--- src/rtl/cascaded_biquad_filter_core_defines.svh ---
// Assertion helpers for the RTL file that carries checks.
// Both macros expect clk and rst_n in scope.
`ifndef CASCADED_BIQUAD_FILTER_CORE_DEFINES_SVH
`define CASCADED_BIQUAD_FILTER_CORE_DEFINES_SVH

// Condition must hold at every clock edge outside reset.
`define CBQ_ASSERT_ALWAYS(label, cond, msg) \
    label: assert property (@(posedge clk) disable iff (!rst_n) (cond)) else $error(msg);

// Consequent must hold in the cycle after the antecedent.
`define CBQ_ASSERT_NEXT(label, ante, cons, msg) \
    label: assert property (@(posedge clk) disable iff (!rst_n) (ante) |=> (cons)) \
        else $error(msg);

`endif

--- src/rtl/cbq_pkg.sv ---
package cbq_pkg;

    // Fixed field widths
    localparam int FIELD_W   = 24;
    localparam int COEF_W    = 24;
    localparam int COEF_FRAC = 22;
    localparam int MODE_W    = 2;
    localparam int IDX_W     = 6;
    localparam int CFG_W     = 4;
    localparam int NTAPS     = 5;
    localparam int TAP_W     = 3;
    localparam int SLOT_W    = 4;
    localparam int ACC_GUARD = 3;

    typedef enum logic [MODE_W-1:0] {
        MODE_FILTER = 2'd0,
        MODE_LOAD   = 2'd1,
        MODE_CLEAR  = 2'd2
    } mode_t;

    typedef enum logic [1:0] {
        ST_IDLE,
        ST_RUN,
        ST_HOLD
    } state_t;

    // Status that one cell reports to the sequencer
    typedef struct packed {
        logic busy;
        logic done;
    } cell_stat_t;

    // Stage number of a coefficient slot: floor(idx / 5) as idx * 13 >> 6,
    // exact over the whole 6-bit range
    function automatic logic [SLOT_W-1:0] cbq_stage_of(input logic [IDX_W-1:0] idx);
        logic [9:0] prod;
        prod = 10'(idx) * 10'd13;
        return prod[9:6];
    endfunction

    // Tap number inside the stage: idx - 5 * stage
    function automatic logic [TAP_W-1:0] cbq_tap_of(input logic [IDX_W-1:0] idx);
        logic [IDX_W-1:0] base;
        base = IDX_W'(cbq_stage_of(idx)) * IDX_W'(NTAPS);
        return TAP_W'(idx - base);
    endfunction

endpackage

--- src/rtl/cbq_cell.sv ---
module cbq_cell
    import cbq_pkg::*;
#(
    parameter int SAMPLE_BITS = 24
)
(
    input  logic                          clk,
    input  logic                          rst_n,
    input  logic                          start,
    input  logic signed [SAMPLE_BITS-1:0] v_in,
    input  logic                          clear,
    input  logic                          coef_we,
    input  logic [TAP_W-1:0]              coef_tap,
    input  logic signed [COEF_W-1:0]      coef_data,
    output logic signed [SAMPLE_BITS-1:0] y_out,
    output cell_stat_t                    stat
);

    localparam int SB = SAMPLE_BITS;
    localparam int PW = SB + COEF_W;
    localparam int AW = PW + ACC_GUARD;
    localparam int QW = AW - COEF_FRAC;
    localparam logic [TAP_W-1:0] TAP_LAST = TAP_W'(NTAPS - 1);
    localparam logic signed [AW-1:0] RND_HALF =
        {{(AW-COEF_FRAC){1'b0}}, 1'b1, {(COEF_FRAC-1){1'b0}}};

    logic signed [COEF_W-1:0] coef_reg [NTAPS];

    logic signed [SB-1:0] v_reg, x1_reg, x2_reg, y1_reg, y2_reg, y_reg;
    logic                 busy_reg;
    logic [TAP_W-1:0]     tap_reg;
    logic signed [PW-1:0] prod_reg;
    logic                 pv_reg, pfirst_reg, plast_reg;
    logic signed [AW-1:0] acc_reg;
    logic                 rnd_pend_reg;
    logic                 done_reg;

    logic signed [SB-1:0] op;
    logic signed [PW-1:0] prod_next;
    logic signed [AW-1:0] acc_next;
    logic signed [AW-1:0] rnd;
    logic signed [QW-1:0] q;
    logic                 ovf;
    logic signed [SB-1:0] y_sat;

    // Store coefficient words
    always_ff @(posedge clk)
    begin
        if (coef_we)
        begin
            coef_reg[coef_tap] <= coef_data;
        end
    end

    // Pick the history operand for the current tap
    always_comb
    begin
        case (tap_reg)
            3'd0:    op = v_reg;
            3'd1:    op = x1_reg;
            3'd2:    op = x2_reg;
            3'd3:    op = y1_reg;
            3'd4:    op = y2_reg;
            default: op = '0;
        endcase
        prod_next = op * coef_reg[tap_reg];
    end

    // Accumulate, then round half up and saturate
    always_comb
    begin
        acc_next = (pfirst_reg ? '0 : acc_reg) + AW'(prod_reg);
        rnd      = acc_reg + RND_HALF;
        q        = rnd[AW-1:COEF_FRAC];
        ovf      = (q[QW-1:SB-1] != {(QW-SB+1){q[QW-1]}});
        if (ovf)
        begin
            y_sat = {q[QW-1], {(SB-1){~q[QW-1]}}};
        end
        else
        begin
            y_sat = q[SB-1:0];
        end
    end

    // Step through the taps on the shared multiplier
    always_ff @(posedge clk or negedge rst_n)
    begin
        if (!rst_n)
        begin
            busy_reg     <= 1'b0;
            tap_reg      <= '0;
            pv_reg       <= 1'b0;
            pfirst_reg   <= 1'b0;
            plast_reg    <= 1'b0;
            rnd_pend_reg <= 1'b0;
            done_reg     <= 1'b0;
        end
        else
        begin
            pv_reg       <= busy_reg;
            pfirst_reg   <= (tap_reg == '0);
            plast_reg    <= (tap_reg == TAP_LAST);
            rnd_pend_reg <= pv_reg && plast_reg;
            done_reg     <= rnd_pend_reg;
            if (start && !busy_reg)
            begin
                busy_reg <= 1'b1;
                tap_reg  <= '0;
            end
            else if (busy_reg)
            begin
                tap_reg <= tap_reg + 1'b1;
                if (tap_reg == TAP_LAST)
                begin
                    busy_reg <= 1'b0;
                end
            end
        end
    end

    // Hold the stage input, products and the running sum
    always_ff @(posedge clk)
    begin
        if (start && !busy_reg)
        begin
            v_reg <= v_in;
        end
        if (busy_reg)
        begin
            prod_reg <= prod_next;
        end
        if (pv_reg)
        begin
            acc_reg <= acc_next;
        end
        if (rnd_pend_reg)
        begin
            y_reg <= y_sat;
        end
    end

    // Shift the history after each result; clear on request
    always_ff @(posedge clk or negedge rst_n)
    begin
        if (!rst_n)
        begin
            x1_reg <= '0;
            x2_reg <= '0;
            y1_reg <= '0;
            y2_reg <= '0;
        end
        else if (clear)
        begin
            x1_reg <= '0;
            x2_reg <= '0;
            y1_reg <= '0;
            y2_reg <= '0;
        end
        else if (rnd_pend_reg)
        begin
            x1_reg <= v_reg;
            x2_reg <= x1_reg;
            y1_reg <= y_sat;
            y2_reg <= y1_reg;
        end
    end

    assign y_out     = y_reg;
    assign stat.busy = busy_reg || pv_reg || rnd_pend_reg;
    assign stat.done = done_reg;

endmodule

--- config.mk ---
export PLATFORM = sky130hd
export DESIGN_NAME = cbq_cell
export DESIGN_NICKNAME = d
export VERILOG_FILES = /design/src/rtl/cascaded_biquad_filter_core_defines.svh /design/src/rtl/cbq_pkg.sv /design/src/rtl/cbq_cell.sv
export SDC_FILE = /design/constraint.sdc
export NUM_CORES = 2
export LEC_CHECK = 0
export CAP_MARGIN = 20
export CORE_ASPECT_RATIO = 0.7
export CORE_MARGIN = 2
export CORE_UTILIZATION = 48
export CTS_CLUSTER_DIAMETER = 200
export DETAILED_ROUTE_END_ITERATION = 10
export DONT_BUFFER_PORTS = 1
export MAX_ROUTING_LAYER = met4
export PLACE_DENSITY_LB_ADDON = 0.15
export RECOVER_POWER = 100
export SYNTH_ARGS = -nofsm -noshare
export SYNTH_HDL_FRONTEND = slang
export SYNTH_SLANG_ARGS = --single-unit
--- constraint.sdc ---
create_clock -name clk -period 25.6 [get_ports clk]
set_clock_uncertainty 0.2 [all_clocks]
set_input_delay 5.12 -clock clk [delete_from_list [all_inputs] [get_ports clk]]
set_output_delay 5.12 -clock clk [all_outputs]
set_load 0.03 [all_outputs]
## Word level (Yosys, flattened, before mapping)

Memory sizes are Yosys's and may differ from the RTL's.
Cells that the tools add are included.

| word-level totals | value |
|---|---|
| register bits after elaboration | 252 |
| RAM bits | 120 |
| input bits | 56 |
| output and inout bits | 26 |
| memories | 1 |

| operators by class | value |
|---|---|
| add/subtract/negate cells | 3 |
| $mul | 1 |
| equality and inequality tests | 5 |
| mux-type cells | 18 |
| bitwise logic cells | 1 |
| reduce and logical (&&, ||, !) cells | 8 |

Memories:

| memory | depth | bits a word | read ports | clocked after memory_dff | write ports | RTL line | RTL |
|---|---|---|---|---|---|---|---|
| coef_reg | 5 | 24 | 1 | 0 | 1 | cbq_cell.sv:27 | `logic signed [COEF_W-1:0] coef_reg [NTAPS];` |

Operators with widths:

| operator | count |
|---|---|
| $mux 24 | 9 |
| $pmux 24 s5 | 1 |
| $add 51x23->51 const B | 1 |
| $add 51x51->51 | 1 |
| $mux 51 | 1 |
| $mul 24x24->48 | 1 |
| $eq 3x2->1 const B | 2 |
| $mux 3 | 2 |
| $mux 1 | 5 |
| $ne 5x5->1 | 1 |
| $reduce_bool 2->1 | 2 |
| $add 3x1->3 const B | 1 |
| $eq 3x1->1 const B | 1 |
| $eq 3x3->1 const B | 1 |
| $logic_not 3->1 | 1 |
| $logic_and 1x1->1 | 2 |
| $logic_or 1x1->1 | 2 |
| $logic_not 1->1 | 1 |
| $not 1->1 | 1 |

## Logic depth before layout (Yosys ltp)

| logic depth | value |
|---|---|
| depth in word-level cells | 5 |
| mapped depth | 38 |
| mapped depth without buffers | 31 |

## Worst setup path before layout

OpenSTA, ideal clock, no wires.

| timing | value |
|---|---|
| path kind | reg2reg |
| from | register tap_reg[0] |
| to | register prod_reg[47], data pin |
| library setup time | 0.260 ns |
| arrival time | 9.141 ns |
| required time | 25.140 ns |
| slack | 15.999 ns |
| cell stages (with the launch flop) | 33 |
| path buffers | 6 |
| path through | dfrtp_1 > clkbuf_1 > buf_1 > inv_1 > ha_1 > clkbuf_1 > and2_1 > clkbuf_1 > clkbuf_1 > a222oi_1 > o21a_1 > clkbuf_1 > nor2_1 > fa_1 > fa_1 > inv_1 > fa_1 > inv_1 > fa_1 > fa_1 > fa_1 > fa_1 > ha_1 > a21o_1 > a21o_1 > a21o_1 > a21o_1 > a21oi_1 > nand4_1 > o21a_1 > a221o_1 > a221oi_2 > xnor2_1 |

| between the ends | value |
|---|---|
| longest elaborated chain between the ends | 3 |
| elaborated cells on any way between the ends | 8 |
| those cells by class | mul: 1; eq/ne: 4; mux: 1; reduce/logical: 1; memory: 1 |

RTL lines:

| item | RTL line | RTL |
|---|---|---|
| from (decl) | cbq_cell.sv:31 | `logic [TAP_W-1:0] tap_reg;` |
| from (signal assigned) | cbq_cell.sv:113 | `tap_reg <= tap_reg + 1'b1;` |
| $eq 3x3->1 (tied with other cells) | cbq_cell.sv:58 | `case (tap_reg)` |
| $pmux 24 s5 | cbq_cell.sv:58 |  |
| $mul 24x24->48 * | cbq_cell.sv:66 | `prod_next = op * coef_reg[tap_reg];` |
| named net prod_next[47] | cbq_cell.sv:39 | `logic signed [PW-1:0] prod_next;` |
| to (signal assigned) | cbq_cell.sv:131 | `prod_reg <= prod_next;` |
| to (decl) | cbq_cell.sv:32 | `logic signed [PW-1:0] prod_reg;` |

The timed path passes the listed nets; every way through them passes the cells marked *.
A chain may end at the register's enable or synchronous reset.

## Worst setup path after layout

| timing | value |
|---|---|
| from | register tap_reg[1] |
| to | register prod_reg[46], data pin |

Same word-level chain as after synthesis.

==> results <==
- The number of pins with negative max-slew slack in the final report is 416.
- The first detailed-routing pass ran for 6 iterations.
- The antenna diode count is 0.
- The total length of routed wires is 111000 um.
- The hold violation count in the final report was 0.
- The total via count after detailed routing is 26482.
- The detailed-route wire length per cell is 23.3 um.
- The slowest stage of the critical path belongs to the cell sky130_fd_sc_hd__clkbuf_1.
- The post-cts repair resize count is 0.
- The number of global-route vias before repair is 27098.
- In this run the vertical extent of the chip is 241 um.
- The max-capacitance violation count is 12.
- The end of the worst register-to-register path is prod_reg[46]$_DFFE_PP_.
- By count the netlist is led by 663 x sky130_fd_sc_hd__inv_1, 608 x sky130_fd_sc_hd__fa_1, 514 x sky130_fd_sc_hd__nand2_1, 330 x sky130_fd_sc_hd__nor2_1, 267 x sky130_fd_sc_hd__edfxtp_1.
- The average vias per placed instance is 5.55.
- In this run the deepest clock path goes through 3 buffers.
- The clock latency of the later-clocked register in the worst-skew pair is 0.60 ns.
- Of all cell types, the one taking the most synthesized area is sky130_fd_sc_hd__fa_1.
- The end point of the critical path is prod_reg[46]$_DFFE_PP_.
- The final critical delay including setup and external delays is 12.68 ns.
- The cell that appears most often on the critical path is sky130_fd_sc_hd__fa_1.
- The checks that failed: max-capacitance violations, max-slew violations.
- The number of antenna violations at the first check in global routing is 2.
- The cell row count is 86.
- The flow ran to the end, but the final reports show violations.
- The type of destination of the critical path is a register.
- Before CTS, the worst setup slack after placement is 14.54 ns.
- At the pin with the least slew margin, the transition time is 3.47 ns.
- In the final design database the tool counted 4536 nets.
- The TritonCTS clock tree is yes.
- The synthesized design contains 372 register bits.
- The largest net degree at the start of global routing is 106.
- The number of nets handed over by synthesis was 4608.
- The worst register-to-register path begins at tap_reg[1]$_DFFE_PN0P_.
- In this run the horizontal extent of the chip is 342 um.
- The area of the mapped netlist is 38500 um^2.
- Setup repair after global routing left no endpoint under its margin.
- The most common flop cell mapped by yosys is sky130_fd_sc_hd__edfxtp_1.
- The class of the most critical setup path is register to register.
- The wire length of the first global-routing pass is 170000 um.
- Derived from the worst setup path, the maximum achievable clock frequency is 78.8 MHz.
- In this run the mean area of a mapped cell was 10.2 um^2.
- Dividing the final minimum period by the clock period gives 0.495.
- Buffers added to address setup during post-CTS repair amount to 0.
- The number of I/O pins is 82.
- The detailed router's first-iteration violation count is 2400.
- Synthesis instantiated 81 different standard cells from the library.
- The most common cell in the synthesized netlist is sky130_fd_sc_hd__inv_1.
- Yosys attributes the largest share of cell area to sky130_fd_sc_hd__fa_1 32%, sky130_fd_sc_hd__edfxtp_1 21%, sky130_fd_sc_hd__dfrtp_1 6.8%.
- Counting every sink on the clock net gives 372.
- At the worst endpoint, the arrival time is 12.81 ns.
- The clock tree synthesis step divided the H-tree into 2 levels.
- The peak per-stage delay on the critical path is 1.53 ns.
- During synthesis, Yosys emitted a total of 0 warnings.
- The number of enable-type register cells in the synthesized netlist is 267.
- In this run the worst setup path begins at tap_reg[1]$_DFFE_PN0P_.
- Counting flops with an async set or reset pin after synthesis yields a share of 0.282.
- The startpoint type of the worst setup path is a register.
- The setup slack of the most critical reg-to-reg path is 12.92 ns.
- The setup TNS is 0 ns.
- The number of cell instances on the worst register-to-register path is 30.
- In this run the remaining antenna-violating nets after routing total 0.
- The area fraction of the dominant cell type after synthesis is 0.316.
- Of the cells placed in the final design, the portion with a size suffix greater than 1 is 0.0401.
- The die outline area is 82500 um^2.
- The gate count after technology mapping is 3754.
- The number of DRC violations after detailed routing is 0.
- Clock tree synthesis inserted a total of 40 buffers.
- The min-delay analysis places its worst path in the category register to register.
- For this configuration, the core starts out at a cell density of 0.487.
- Clock tree synthesis selected as its root buffer the cell sky130_fd_sc_hd__clkbuf_16.
- For this run the aggregate overflow at the end of global routing stands at 0.
- The worst pin sits at a relative slew slack of -1.31.
- After floorplanning, the core was sized to cover 79100 um^2.
- The count of final setup violators is 0.
- The global-route usage over all layers is 0.289.
- The area growth from synthesis to final layout is 5.91%.
- Routability-driven placement finished with a final weighted congestion of 0.957.
- Of all nets on the critical path, the largest fanout is 27.
- The number of flip-flops under the largest register name is 120.
- The post-cts hold buffer count is 0.
- The clock transition at the register clock pins on the worst setup and hold paths after CTS is 0.06 ns.
- The post-detailed-placement half-perimeter wirelength is 85200 um.
- The worst path meets setup with 12.92 ns of slack.
- The number of I/O port buffers is 0.
- The required time of the critical path is 25.73 ns.
- The part of the Yosys area used for sequential elements is 0.277.
[through the flow]
stage	cells	area, um^2	hold slack, ns	utilization
2_1_floorplan	3754	38500	0.234	-
3_3_place_gp	4693	39600	0.243	0.500
3_5_place_dp	4693	39600	0.241	0.500
4_1_cts	4767	40900	0.255	0.517
5_1_grt	4770	40800	0.298	0.515
6_report	4770	40800	0.252	0.515
[layout by cell type (no fill, tap or decap), drive strengths merged, types with 5 or more instances in the layout]
cell type	count
o21bai	13
xor2	39
a222oi	7
a211oi	11
clkinv	17
nand2b	30
nor3	11
a21o	61
a221oi	9
o21ai	48
a31oi	22
edfxtp	267
mux4	24
and3	22
fa	608
xnor2	85
mux2i	78
nand3	40
buf	43
dfrtp	105
o21a	20
a22oi	27
a211o	5
a22o	24
nor2b	63
ha	190
and4	20
o31ai	7
and2	26
inv	668
clkbuf	64
nand2	514
o211ai	7
nor2	330
nand4	31
o22ai	6
a21oi	124
[layout make-up]
class                      instances  area [um^2]
fill                            7254        38300
inverter                         664         2490
timing repair buffer              58          387
clock inverter                    25          263
multi-input combinational       2546        24600
tap                             1056         1320
sequential                       372        10600
clock buffer                      49         1040
[how the worst min path moves through the flow]
stage                   startpoint                endpoint  slack, ns  cells after the start
2_1_floorplan  plast_reg$_DFF_PN0_  rnd_pend_reg$_DFF_PN0_       0.23                      1
3_3_place_gp   plast_reg$_DFF_PN0_  rnd_pend_reg$_DFF_PN0_       0.24                      1
3_5_place_dp   plast_reg$_DFF_PN0_  rnd_pend_reg$_DFF_PN0_       0.24                      1
4_1_cts        plast_reg$_DFF_PN0_  rnd_pend_reg$_DFF_PN0_       0.26                      1
5_1_grt        plast_reg$_DFF_PN0_  rnd_pend_reg$_DFF_PN0_       0.30                      1
6_report       plast_reg$_DFF_PN0_  rnd_pend_reg$_DFF_PN0_       0.25                      1
[metal layers]
| layer | part of all wire | up-vias | wire (um) | track usage |
|---|---|---|---|---|
| li1 | - | 11800 | - | - |
| met1 | 0.45 | 13399 | 49700 | 0.414 |
| met2 | 0.41 | 1139 | 45800 | 0.398 |
| met3 | 0.12 | 144 | 13000 | 0.0940 |
| met4 | 0.024 | 0 | 2680 | 0.0630 |
| met5 | 0 | - | 0 | - |
[cells by family after synthesis]
kind of cell             share of synthesized area
flip-flops                                   0.277
AND/OR/NAND/NOR                              0.125
multiplexers                                0.0353
adder cells (fa/ha/maj)                      0.378
buffers and inverters                       0.0829
XOR/XNOR                                    0.0282
AO/OA/AOI/OAI                               0.0733
[worst max-delay path, delay by kind of cell (launching register included)]
family                     cells  cell delay, ns
xor gates and xnor gates       1            0.15
DFF                            1            0.32
buffers and inverters          7            2.20
adders and majority gates      9            4.54
AOI/OAI and AO/OA              8            3.68
and+or+nand+nor                5            1.32
Power is not shown: default switching activity piles up to over one toggle a cycle in this logic, so the estimate is an artifact.
